--- src/hdl/fvwm_pkg.sv ---
package fvwm_pkg;

	localparam int TAB_BITS   = 10;
	localparam int FRAC_BITS  = 22;
	localparam int PHASE_W    = TAB_BITS + FRAC_BITS;
	localparam int NUM_VOICES = 5;
	localparam int QTR_BITS   = TAB_BITS - 2;
	localparam int QTR_SIZE   = 1 << QTR_BITS;

	localparam logic [15:0] AMPLITUDE = 16'd32760;

	// phase step reset values
	localparam logic [31:0] INC_ROOT_RST    = 32'd42852281;
	localparam logic [31:0] INC_THIRD_RST   = 32'd53565351;
	localparam logic [31:0] INC_FIFTH_RST   = 32'd64278422;
	localparam logic [31:0] INC_SEVENTH_RST = 32'd80348027;
	localparam logic [31:0] INC_NINTH_RST   = 32'd96417632;

	// temperature band edges, hottest last
	localparam logic [11:0] TEMP_THR_0 = 12'd2048;
	localparam logic [11:0] TEMP_THR_1 = 12'd1959;
	localparam logic [11:0] TEMP_THR_2 = 12'd1871;
	localparam logic [11:0] TEMP_THR_3 = 12'd1785;
	localparam logic [11:0] TEMP_THR_4 = 12'd1702;

	// fade-in divisors
	localparam logic [12:0] FADE_DIV_1 = 13'd89;
	localparam logic [12:0] FADE_DIV_2 = 13'd88;
	localparam logic [12:0] FADE_DIV_3 = 13'd86;
	localparam logic [12:0] FADE_DIV_4 = 13'd83;
	localparam logic [12:0] MIX_DIV    = 13'd5;
	localparam logic [12:0] LIGHT_FULL = 13'd4095;

	// floor(2^32 / d), exact quotient follows from one correction step
	localparam logic [31:0] RECIP_89   = 32'(33'h1_0000_0000 / 89);
	localparam logic [31:0] RECIP_88   = 32'(33'h1_0000_0000 / 88);
	localparam logic [31:0] RECIP_86   = 32'(33'h1_0000_0000 / 86);
	localparam logic [31:0] RECIP_83   = 32'(33'h1_0000_0000 / 83);
	localparam logic [31:0] RECIP_5    = 32'(33'h1_0000_0000 / 5);
	localparam logic [31:0] RECIP_4095 = 32'(33'h1_0000_0000 / 4095);

	// light bar edges
	localparam logic [11:0] LIGHT_THR_0 = 12'd3723;
	localparam logic [11:0] LIGHT_THR_1 = 12'd2482;
	localparam logic [11:0] LIGHT_THR_2 = 12'd1241;
	localparam logic [11:0] LIGHT_THR_3 = 12'd600;

	typedef enum logic [2:0] {
		REG_INC_ROOT    = 3'd0,
		REG_INC_THIRD   = 3'd1,
		REG_INC_FIFTH   = 3'd2,
		REG_INC_SEVENTH = 3'd3,
		REG_INC_NINTH   = 3'd4
	} reg_idx_t;

	typedef enum logic [3:0] {
		ST_IDLE,
		ST_PHASE,
		ST_FADE_A,
		ST_FADE_B,
		ST_DIV_ABS,
		ST_DIV_MUL,
		ST_DIV_REM,
		ST_DIV_FIX,
		ST_SCALE,
		ST_DONE
	} state_t;

	typedef enum logic [1:0] {
		DIV_FADE,
		DIV_FIVE,
		DIV_LIGHT
	} div_kind_t;

	typedef logic [14:0] qtab_t [QTR_SIZE];

	// angle between neighboring table entries
	localparam real QTR_STEP = 2.0 * 3.14159265358979323846 / (4.0 * QTR_SIZE);

	// first quadrant of trunc(32760*sin), entry 0 up to just below 90 degrees
	function automatic qtab_t build_qtab();
		qtab_t tab;
		real   ang;
		real   val;
		for (int i = 0; i < QTR_SIZE; i++) begin
			ang = QTR_STEP * i;
			val = 32760.0 * $sin(ang);
			tab[i] = 15'($rtoi(val));
		end
		return tab;
	endfunction

	localparam qtab_t QTAB = build_qtab();

endpackage

--- src/hdl/fvwm_sine_rom.sv ---
module fvwm_sine_rom
	import fvwm_pkg::*;
(
	input  logic [TAB_BITS-1:0] index,
	output logic signed [15:0]  value
);

	logic [QTR_BITS-1:0] k;
	logic [QTR_BITS-1:0] k_mirror;
	logic [15:0]         mag;

	assign k        = index[QTR_BITS-1:0];
	assign k_mirror = QTR_BITS'(~k + 1'b1);

	// quarter wave: second half of each half-cycle reads mirrored
	always_comb begin
		if (index[QTR_BITS]) begin
			if (k == '0) begin
				mag = AMPLITUDE;
			end else begin
				mag = {1'b0, QTAB[k_mirror]};
			end
		end else begin
			mag = {1'b0, QTAB[k]};
		end
		value = index[TAB_BITS-1] ? -$signed(mag) : $signed(mag);
	end

endmodule

--- src/hdl/five_voice_wavetable_mixer.sv ---
// five-voice wavetable mixer
//
// input stream: one word per audio tick, tdata = temperature reading [11:0],
// light reading [23:12]. output stream: one word per input word, tdata =
// signed audio sample [15:0], temperature bar [18:16], light bar [21:19].
// config port: cfg_we writes cfg_data into phase step register cfg_index
// (0 root, 1 third, 2 fifth, 3 seventh, 4 ninth); other indexes are dropped.
// write only while no word is in flight.
//
// a word goes from accept to the result in the output register through the
// phase steps, the fade steps when a fade voice sounds, and the divisions;
// the next word is taken in the idle state after that. the cost comes from
// one shared multiply-accumulate unit: five phase/table steps, two fade
// products and the fade-divisor division with a fade voice, divisions by
// reciprocal multiply plus correction (5, 4095) and the light scaling.
// the output register frees the core: a stalled receiver only holds the
// finished word, and a new word is still taken but waits in its last step
// until that register can load.
// reset clears phases, held temperature bar and output valid, and loads the
// default phase steps.
module five_voice_wavetable_mixer
	import fvwm_pkg::*;
(
	input  logic        clk,
	input  logic        arst_n,
	// config write port
	input  logic        cfg_we,
	input  logic [2:0]  cfg_index,
	input  logic [31:0] cfg_data,
	// input words
	input  logic        s_axis_tvalid,
	output logic        s_axis_tready,
	input  logic [23:0] s_axis_tdata,  // temperature_reading[11:0], light_reading[23:12]
	// output words
	output logic        m_axis_tvalid,
	input  logic        m_axis_tready,
	output logic [23:0] m_axis_tdata   // audio_sample[15:0], temperature_bar[18:16],
	                                   // light_bar[21:19], zero[23:22]
);

	state_t    state_q, state_nxt;
	div_kind_t kind_q;

	logic [31:0]        inc_q [NUM_VOICES];
	logic [PHASE_W-1:0] phase_q [NUM_VOICES];
	logic [2:0]         voice_q;
	logic [11:0]        temp_q;
	logic [11:0]        light_q;
	logic [2:0]         held_bar_q;

	logic signed [18:0] sum_q;
	logic signed [15:0] sel_q;
	logic signed [18:0] val_q;
	logic signed [63:0] prod_q;
	logic [27:0]        mag_q;
	logic               neg_q;
	logic [27:0]        quo_q;

	logic               m_valid_q;
	logic [23:0]        m_data_q;

	// phase step and table read for the current voice
	logic [PHASE_W-1:0] phase_nxt;
	logic signed [15:0] sine_val;
	logic               last_voice;

	// band decode
	logic [2:0]  full;
	logic [11:0] fade_thr;
	logic [12:0] fade_div;
	logic [6:0]  fade_w;
	logic        fade_band;

	// shared multiply-accumulate
	logic signed [32:0] mul_a;
	logic signed [32:0] mul_b;
	logic signed [63:0] mul_add;
	logic signed [65:0] mul_full;

	logic [12:0]        div_d;
	logic [31:0]        div_recip;
	logic signed [63:0] div_src;
	logic signed [63:0] div_abs;
	logic [28:0]        quo_fix;
	logic signed [28:0] quo_signed;
	logic signed [18:0] sum_nxt;
	logic [2:0]         light_bar;
	logic [12:0]        light_gain;
	logic               out_free;

	assign phase_nxt  = phase_q[voice_q] + inc_q[voice_q];
	assign last_voice = (voice_q == 3'(NUM_VOICES - 1));

	fvwm_sine_rom u_rom (
		.index (phase_nxt[PHASE_W-1 -: TAB_BITS]),
		.value (sine_val)
	);

	// number of fully sounding voices, 5 at the hottest band
	always_comb begin
		if (temp_q > TEMP_THR_0) begin
			full = 3'd0;
		end else if (temp_q > TEMP_THR_1) begin
			full = 3'd1;
		end else if (temp_q > TEMP_THR_2) begin
			full = 3'd2;
		end else if (temp_q > TEMP_THR_3) begin
			full = 3'd3;
		end else if (temp_q > TEMP_THR_4) begin
			full = 3'd4;
		end else begin
			full = 3'd5;
		end
	end

	always_comb begin
		case (full)
			3'd1: begin
				fade_thr = TEMP_THR_0;
				fade_div = FADE_DIV_1;
			end
			3'd2: begin
				fade_thr = TEMP_THR_1;
				fade_div = FADE_DIV_2;
			end
			3'd3: begin
				fade_thr = TEMP_THR_2;
				fade_div = FADE_DIV_3;
			end
			3'd4: begin
				fade_thr = TEMP_THR_3;
				fade_div = FADE_DIV_4;
			end
			default: begin
				fade_thr = TEMP_THR_0;
				fade_div = FADE_DIV_1;
			end
		endcase
	end

	assign fade_band = (full != 3'd0) && (full != 3'd5);
	assign fade_w    = 7'(fade_thr - temp_q);

	// divisor and reciprocal for the division in progress
	always_comb begin
		case (kind_q)
			DIV_FADE: begin
				div_d = fade_div;
				case (full)
					3'd2:    div_recip = RECIP_88;
					3'd3:    div_recip = RECIP_86;
					3'd4:    div_recip = RECIP_83;
					default: div_recip = RECIP_89;
				endcase
			end
			DIV_FIVE: begin
				div_d     = MIX_DIV;
				div_recip = RECIP_5;
			end
			DIV_LIGHT: begin
				div_d     = LIGHT_FULL;
				div_recip = RECIP_4095;
			end
			default: begin
				div_d     = MIX_DIV;
				div_recip = RECIP_5;
			end
		endcase
	end

	// fade and light divisions take the product, the divide by 5 takes the mix
	assign div_src    = (kind_q == DIV_FIVE) ? 64'(val_q) : prod_q;
	assign div_abs    = div_src[63] ? -div_src : div_src;
	assign quo_fix    = (prod_q >= $signed({51'd0, div_d})) ? {1'b0, quo_q} + 29'd1
	                                                        : {1'b0, quo_q};
	assign quo_signed = neg_q ? -$signed(quo_fix) : $signed(quo_fix);
	assign sum_nxt    = (voice_q < full) ? sum_q + 19'(sine_val) : sum_q;
	assign light_gain = LIGHT_FULL - {1'b0, light_q};
	assign out_free   = !m_valid_q || m_axis_tready;

	always_comb begin
		if (light_q > LIGHT_THR_0) begin
			light_bar = 3'd0;
		end else if (light_q > LIGHT_THR_1) begin
			light_bar = 3'd1;
		end else if (light_q > LIGHT_THR_2) begin
			light_bar = 3'd2;
		end else if (light_q > LIGHT_THR_3) begin
			light_bar = 3'd3;
		end else begin
			light_bar = 3'd4;
		end
	end

	// next state
	always_comb begin
		state_nxt = state_q;
		case (state_q)
			ST_IDLE: begin
				if (s_axis_tvalid) begin
					state_nxt = ST_PHASE;
				end
			end
			ST_PHASE: begin
				if (last_voice) begin
					state_nxt = fade_band ? ST_FADE_A : ST_DIV_ABS;
				end
			end
			ST_FADE_A:  state_nxt = ST_FADE_B;
			ST_FADE_B:  state_nxt = ST_DIV_ABS;
			ST_DIV_ABS: state_nxt = ST_DIV_MUL;
			ST_DIV_MUL: state_nxt = ST_DIV_REM;
			ST_DIV_REM: state_nxt = ST_DIV_FIX;
			ST_DIV_FIX: begin
				case (kind_q)
					DIV_FADE:  state_nxt = ST_DIV_ABS;
					DIV_FIVE:  state_nxt = ST_SCALE;
					DIV_LIGHT: state_nxt = ST_DONE;
					default:   state_nxt = ST_DONE;
				endcase
			end
			ST_SCALE:   state_nxt = ST_DIV_ABS;
			ST_DONE: begin
				if (out_free) begin
					state_nxt = ST_IDLE;
				end
			end
			default:    state_nxt = ST_IDLE;
		endcase
	end

	// outputs of the sequencer: handshake and multiplier operands
	always_comb begin
		s_axis_tready = 1'b0;
		mul_a         = '0;
		mul_b         = '0;
		mul_add       = '0;
		case (state_q)
			ST_IDLE: s_axis_tready = 1'b1;
			ST_FADE_A: begin
				mul_a = 33'(sum_q);
				mul_b = $signed({20'd0, fade_div});
			end
			ST_FADE_B: begin
				mul_a   = $signed({26'd0, fade_w});
				mul_b   = 33'(sel_q);
				mul_add = prod_q;
			end
			ST_DIV_MUL: begin
				mul_a = $signed({5'd0, mag_q});
				mul_b = $signed({1'b0, div_recip});
			end
			ST_DIV_REM: begin
				// remainder = dividend - estimate * divisor
				mul_a   = $signed({5'd0, prod_q[59:32]});
				mul_b   = -$signed({20'd0, div_d});
				mul_add = $signed({36'd0, mag_q});
			end
			ST_SCALE: begin
				mul_a = 33'(val_q);
				mul_b = $signed({20'd0, light_gain});
			end
			default: begin
				s_axis_tready = 1'b0;
			end
		endcase
	end

	assign mul_full = mul_a * mul_b;

	always_ff @(posedge clk or negedge arst_n) begin
		if (!arst_n) begin
			state_q    <= ST_IDLE;
			kind_q     <= DIV_FIVE;
			voice_q    <= '0;
			held_bar_q <= '0;
			m_valid_q  <= 1'b0;
			inc_q[0]   <= INC_ROOT_RST;
			inc_q[1]   <= INC_THIRD_RST;
			inc_q[2]   <= INC_FIFTH_RST;
			inc_q[3]   <= INC_SEVENTH_RST;
			inc_q[4]   <= INC_NINTH_RST;
			for (int v = 0; v < NUM_VOICES; v++) begin
				phase_q[v] <= '0;
			end
		end else begin
			state_q <= state_nxt;

			if (cfg_we) begin
				case (cfg_index)
					REG_INC_ROOT:    inc_q[0] <= cfg_data;
					REG_INC_THIRD:   inc_q[1] <= cfg_data;
					REG_INC_FIFTH:   inc_q[2] <= cfg_data;
					REG_INC_SEVENTH: inc_q[3] <= cfg_data;
					REG_INC_NINTH:   inc_q[4] <= cfg_data;
					default: ;
				endcase
			end

			case (state_q)
				ST_IDLE: voice_q <= '0;
				ST_PHASE: begin
					phase_q[voice_q] <= phase_nxt;
					voice_q          <= voice_q + 3'd1;
					if (last_voice) begin
						kind_q <= fade_band ? DIV_FADE : DIV_FIVE;
						if (full != 3'd5) begin
							held_bar_q <= full;
						end
					end
				end
				ST_DIV_FIX: begin
					if (kind_q == DIV_FADE) begin
						kind_q <= DIV_FIVE;
					end
				end
				ST_SCALE: kind_q <= DIV_LIGHT;
				default: ;
			endcase

			if (state_q == ST_DONE && out_free) begin
				m_valid_q <= 1'b1;
			end else if (m_axis_tready) begin
				m_valid_q <= 1'b0;
			end
		end
	end

	// datapath, no reset needed
	always_ff @(posedge clk) begin
		prod_q <= $signed(mul_full[63:0]) + mul_add;

		case (state_q)
			ST_IDLE: begin
				temp_q  <= s_axis_tdata[11:0];
				light_q <= s_axis_tdata[23:12];
				sum_q   <= '0;
			end
			ST_PHASE: begin
				sum_q <= sum_nxt;
				if (voice_q == full) begin
					sel_q <= sine_val;
				end
				if (last_voice) begin
					// no fade: lone root voice or the full chord
					val_q <= (full == 3'd0) ? 19'(sel_q) : sum_nxt;
				end
			end
			ST_DIV_ABS: begin
				mag_q <= div_abs[27:0];
				neg_q <= div_src[63];
			end
			ST_DIV_REM: quo_q <= prod_q[59:32];
			ST_DIV_FIX: val_q <= quo_signed[18:0];
			ST_DONE: begin
				if (out_free) begin
					m_data_q <= {2'b00, light_bar, held_bar_q, val_q[15:0]};
				end
			end
			default: ;
		endcase
	end

	assign m_axis_tvalid = m_valid_q;
	assign m_axis_tdata  = m_data_q;

endmodule

--- config.mk ---
export PLATFORM = sky130hd
export DESIGN_NAME = five_voice_wavetable_mixer
export DESIGN_NICKNAME = d
export VERILOG_FILES = /design/src/hdl/fvwm_pkg.sv /design/src/hdl/fvwm_sine_rom.sv /design/src/hdl/five_voice_wavetable_mixer.sv
export SDC_FILE = /design/constraint.sdc
export NUM_CORES = 2
export LEC_CHECK = 0
export BUFFER_PORTS_ARGS = -buffer_cell sky130_fd_sc_hd__buf_2
export CORE_UTILIZATION = 56
export CTS_CLUSTER_SIZE = 16
export DETAILED_ROUTE_END_ITERATION = 7
export MAX_ROUTING_LAYER = met4
export PLACE_DENSITY = 0.72
export SYNTH_ARGS = -nofsm -noshare
export SYNTH_HDL_FRONTEND = slang
export SYNTH_SLANG_ARGS = --single-unit
--- constraint.sdc ---
create_clock -name clk -period 13.65 [get_ports clk]
set_input_delay 2.0475 -clock clk [delete_from_list [all_inputs] [get_ports clk]]
set_output_delay 2.0475 -clock clk [all_outputs]
set_load 0.05 [all_outputs]
==> metrics.cfg <==
[status]
outcome = finished, violations left
violations = design-rule violations

[floorplanning]
die_h_um = 365
coreArea_mm2 = 0.130
die_area_mm2 = 0.134
die_width_um = 365
rows = 132
start_util = 0.568
ios = 90

[critical_path]
crit_type = reg -> reg
timing.critical_path.buf_inv = 11
slowest_delay_ns = 0.49
arrival_ns = 13.48
cp.required_ns = 14.27
cp-start-kind = flip-flop
cpMostUsedCell = fa_1
cp-end-kind = flip-flop
crit_fanout = 7
crit_slowest_cell = fa_1
cp_top_family = adder cells

[finish]
nNetsFinal = 9759
final_cell_mix = inv_1 (1245), fa_1 (1148), nand2_1 (1115)
finalInstanceArea_mm2 = 0.0799
final_common_cell = inv_1
syn_to_final_growth_pct = 8.03
drive_above_1_share = 0.113

[sta]
maxSlewHeadroom = 0.111
period_minus_slack_ns = 12.86
hold_slack_ns = 0.456
worstMarginPinSlew_ns = 1.33
fin_crit_sh = 0.942
clock_skew_ns = 0.0685
report.final.slew_viol_count = 0
setup_viol = 0
setup_tns_ns = 0
rsz0062_at_grt = no
max_clock_freq_mhz = 77.8
hold_viol = 0

[clocking]
cts.sinks = 545
cts_made_buffers = 61
cts_tree = yes
cts_buffer_depth = 3
htree_levels = 2
clock_latency_ns = 0.72
clockRootBuffer = clkbuf_16
clk_pin_slew_ns = 0.06

[synth]
synth_xor_area_frac = 0.0244
synthSimpleGateAreaFrac = 0.136
yosys.area_share.adder = 0.372
synth-compound-area-share = 0.130
ys_seq_area_frac = 0.191
synth_warnings = 0
synth_cell_type_count = 117
muxShareOfSynthArea = 0.0551
synth_area_mm2 = 0.0740
synth-seq-cells = 545
syn_inst = 8155
syn_avg_cell_area_um2 = 9.07
synth_edf_count = 148
async_flop_share = 0.611
synth_top_family_by_area = adder cells
ys.flop_type = dfrtp_1

[global_routing]
grt_max_degree = 200
grt_pass1_wl_mm = 412
grt_antenna_before_repair = 18
grt_pass1_vias = 64700
grt-ovfl-total = 0
grtUsageTotal = 0.430

[routing]
wl_per_cell_um = 27.4
dr.pass1.iters = 8
vias = 63300
drtAntennaViolNets = 0
vias_per_cell = 6.33
wirelength_mm = 274
drcViolationCount = 22
drt_iter0_drc = 7894

[place]
globalplace.congestion = 1.07
dp_hpwl_mm = 209
place_area_mm2 = 0.0776
portBuffers = 87

[hold_path]
hold_class = reg -> reg

[job]
maxCapViolCount = 0

==> per-stage QoR <==
stage	utilization	worst slack, ns	cells
6_report	0.613	0.794	9998
5_1_grt	0.613	0.0660	9995
3_5_place_dp	0.596	0.747	9866
2_1_floorplan	-	1.94	8195
4_1_cts	0.612	0.660	9982
3_3_place_gp	0.596	0.981	9866
==> sequential cells by signal, indices dropped and copies added, names as in the netlist, 19 cells and up <==
register,flops
inc_q,160
phase_q,160
m_axis_tdata,22
val_q,19
quo_q,19
sum_q,19
prod_q,64
mag_q,28
==> Yosys cell counts (all sizes together), types with 18 or more instances <==
master   count  area share
buf        144      0.0096
o21bai      35      0.0036
edfxtp     148       0.060
or3         32      0.0027
clkbuf     348       0.018
o211ai      66      0.0067
inv       1248       0.063
nor3       139      0.0097
nand2     1116       0.057
and2        75      0.0063
nand2b      31      0.0026
o31ai       37      0.0042
a311oi      31      0.0038
a211o       23      0.0027
o311ai      31      0.0039
fa        1148        0.31
or2         24      0.0020
a21o        59      0.0060
a2111oi     18      0.0028
and3        48      0.0041
a22o        28      0.0033
o21ai      347       0.024
dfstp       78       0.028
mux2       202       0.031
o22ai       86      0.0073
ha         358       0.061
a221oi      29      0.0034
a31oi       59      0.0053
mux2i      166       0.022
o21a        35      0.0036
dfxtp       64       0.017
xor2        67      0.0080
nor2b       20      0.0017
nand3      101      0.0069
a21oi      341       0.023
nor4        41      0.0044
nand4       35      0.0030
a211oi      62      0.0064
dfrtp      255       0.086
xnor2      135       0.016
nor2       630       0.032
==> final timing paths <==
check	from	endpoint	slack [ns]	cells after the start
worst max-delay path	temp_q[3]	prod_q[63]	0.79	52
worst min-delay path	held_bar_q[2]	m_axis_tdata[18]	0.46	0
worst max register to register	temp_q[3]	prod_q[63]	0.79	52
worst min register to register	held_bar_q[2]	m_axis_tdata[18]	0.46	0
max in group asynchronous	arst_n	voice_q[0]	10.48	2
min in group asynchronous	arst_n	inc_q[145]	1.44	1
==> per-layer routing <==
metal  wire length (µm)  GRT usage
met5                  0          -
met4              21300      0.272
met3              30400      0.109
met2             121000      0.635
met1             101000      0.527
==> layout make-up <==
type                            instances  area [µm²]
Multi-Input combinational cell       5905       53600
Fill cell                           11100       50400
Tap cell                             1742        2180
Clock buffer                           85        1730
Sequential cell                       545       14200
Timing Repair Buffer                  423        3110
Inverter                             1253        4700
Antenna cell                           14        35.0
Clock inverter                         31         413
==> kinds of logic after synthesis <==
family                   count (synthesis)
XOR/XNOR                               202
multiplexers                           374
adder cells (fa/ha/maj)               1508
AO/OA/AOI/OAI                         1451
AND/OR/NAND/NOR                       2328
buffers and inverters                 1745
flip-flops                             545
other                                    2
==> worst register-to-register path: cells and delay by family (launching register included) <==
family / cells / cell delay (ns)
xor gates and xnor gates: 2 / 0.31
buffers and inverters: 11 / 1.34
DFF: 1 / 0.44
adders and majority gates: 12 / 4.84
and+or+nand+nor: 8 / 1.57
AOI/OAI and AO/OA: 19 / 4.28
==> repair_timing <==
action / CTS / global route
hold buffers: 0 / 0
buffers inserted: 0 / 1
endpoints found under the hold margin: 0 / 0
gates resized for setup: 0 / 7
endpoints found under the setup margin: 0 / 10
Power is not shown: default switching activity piles up to over one toggle a cycle in this logic, so the estimate is an artifact.
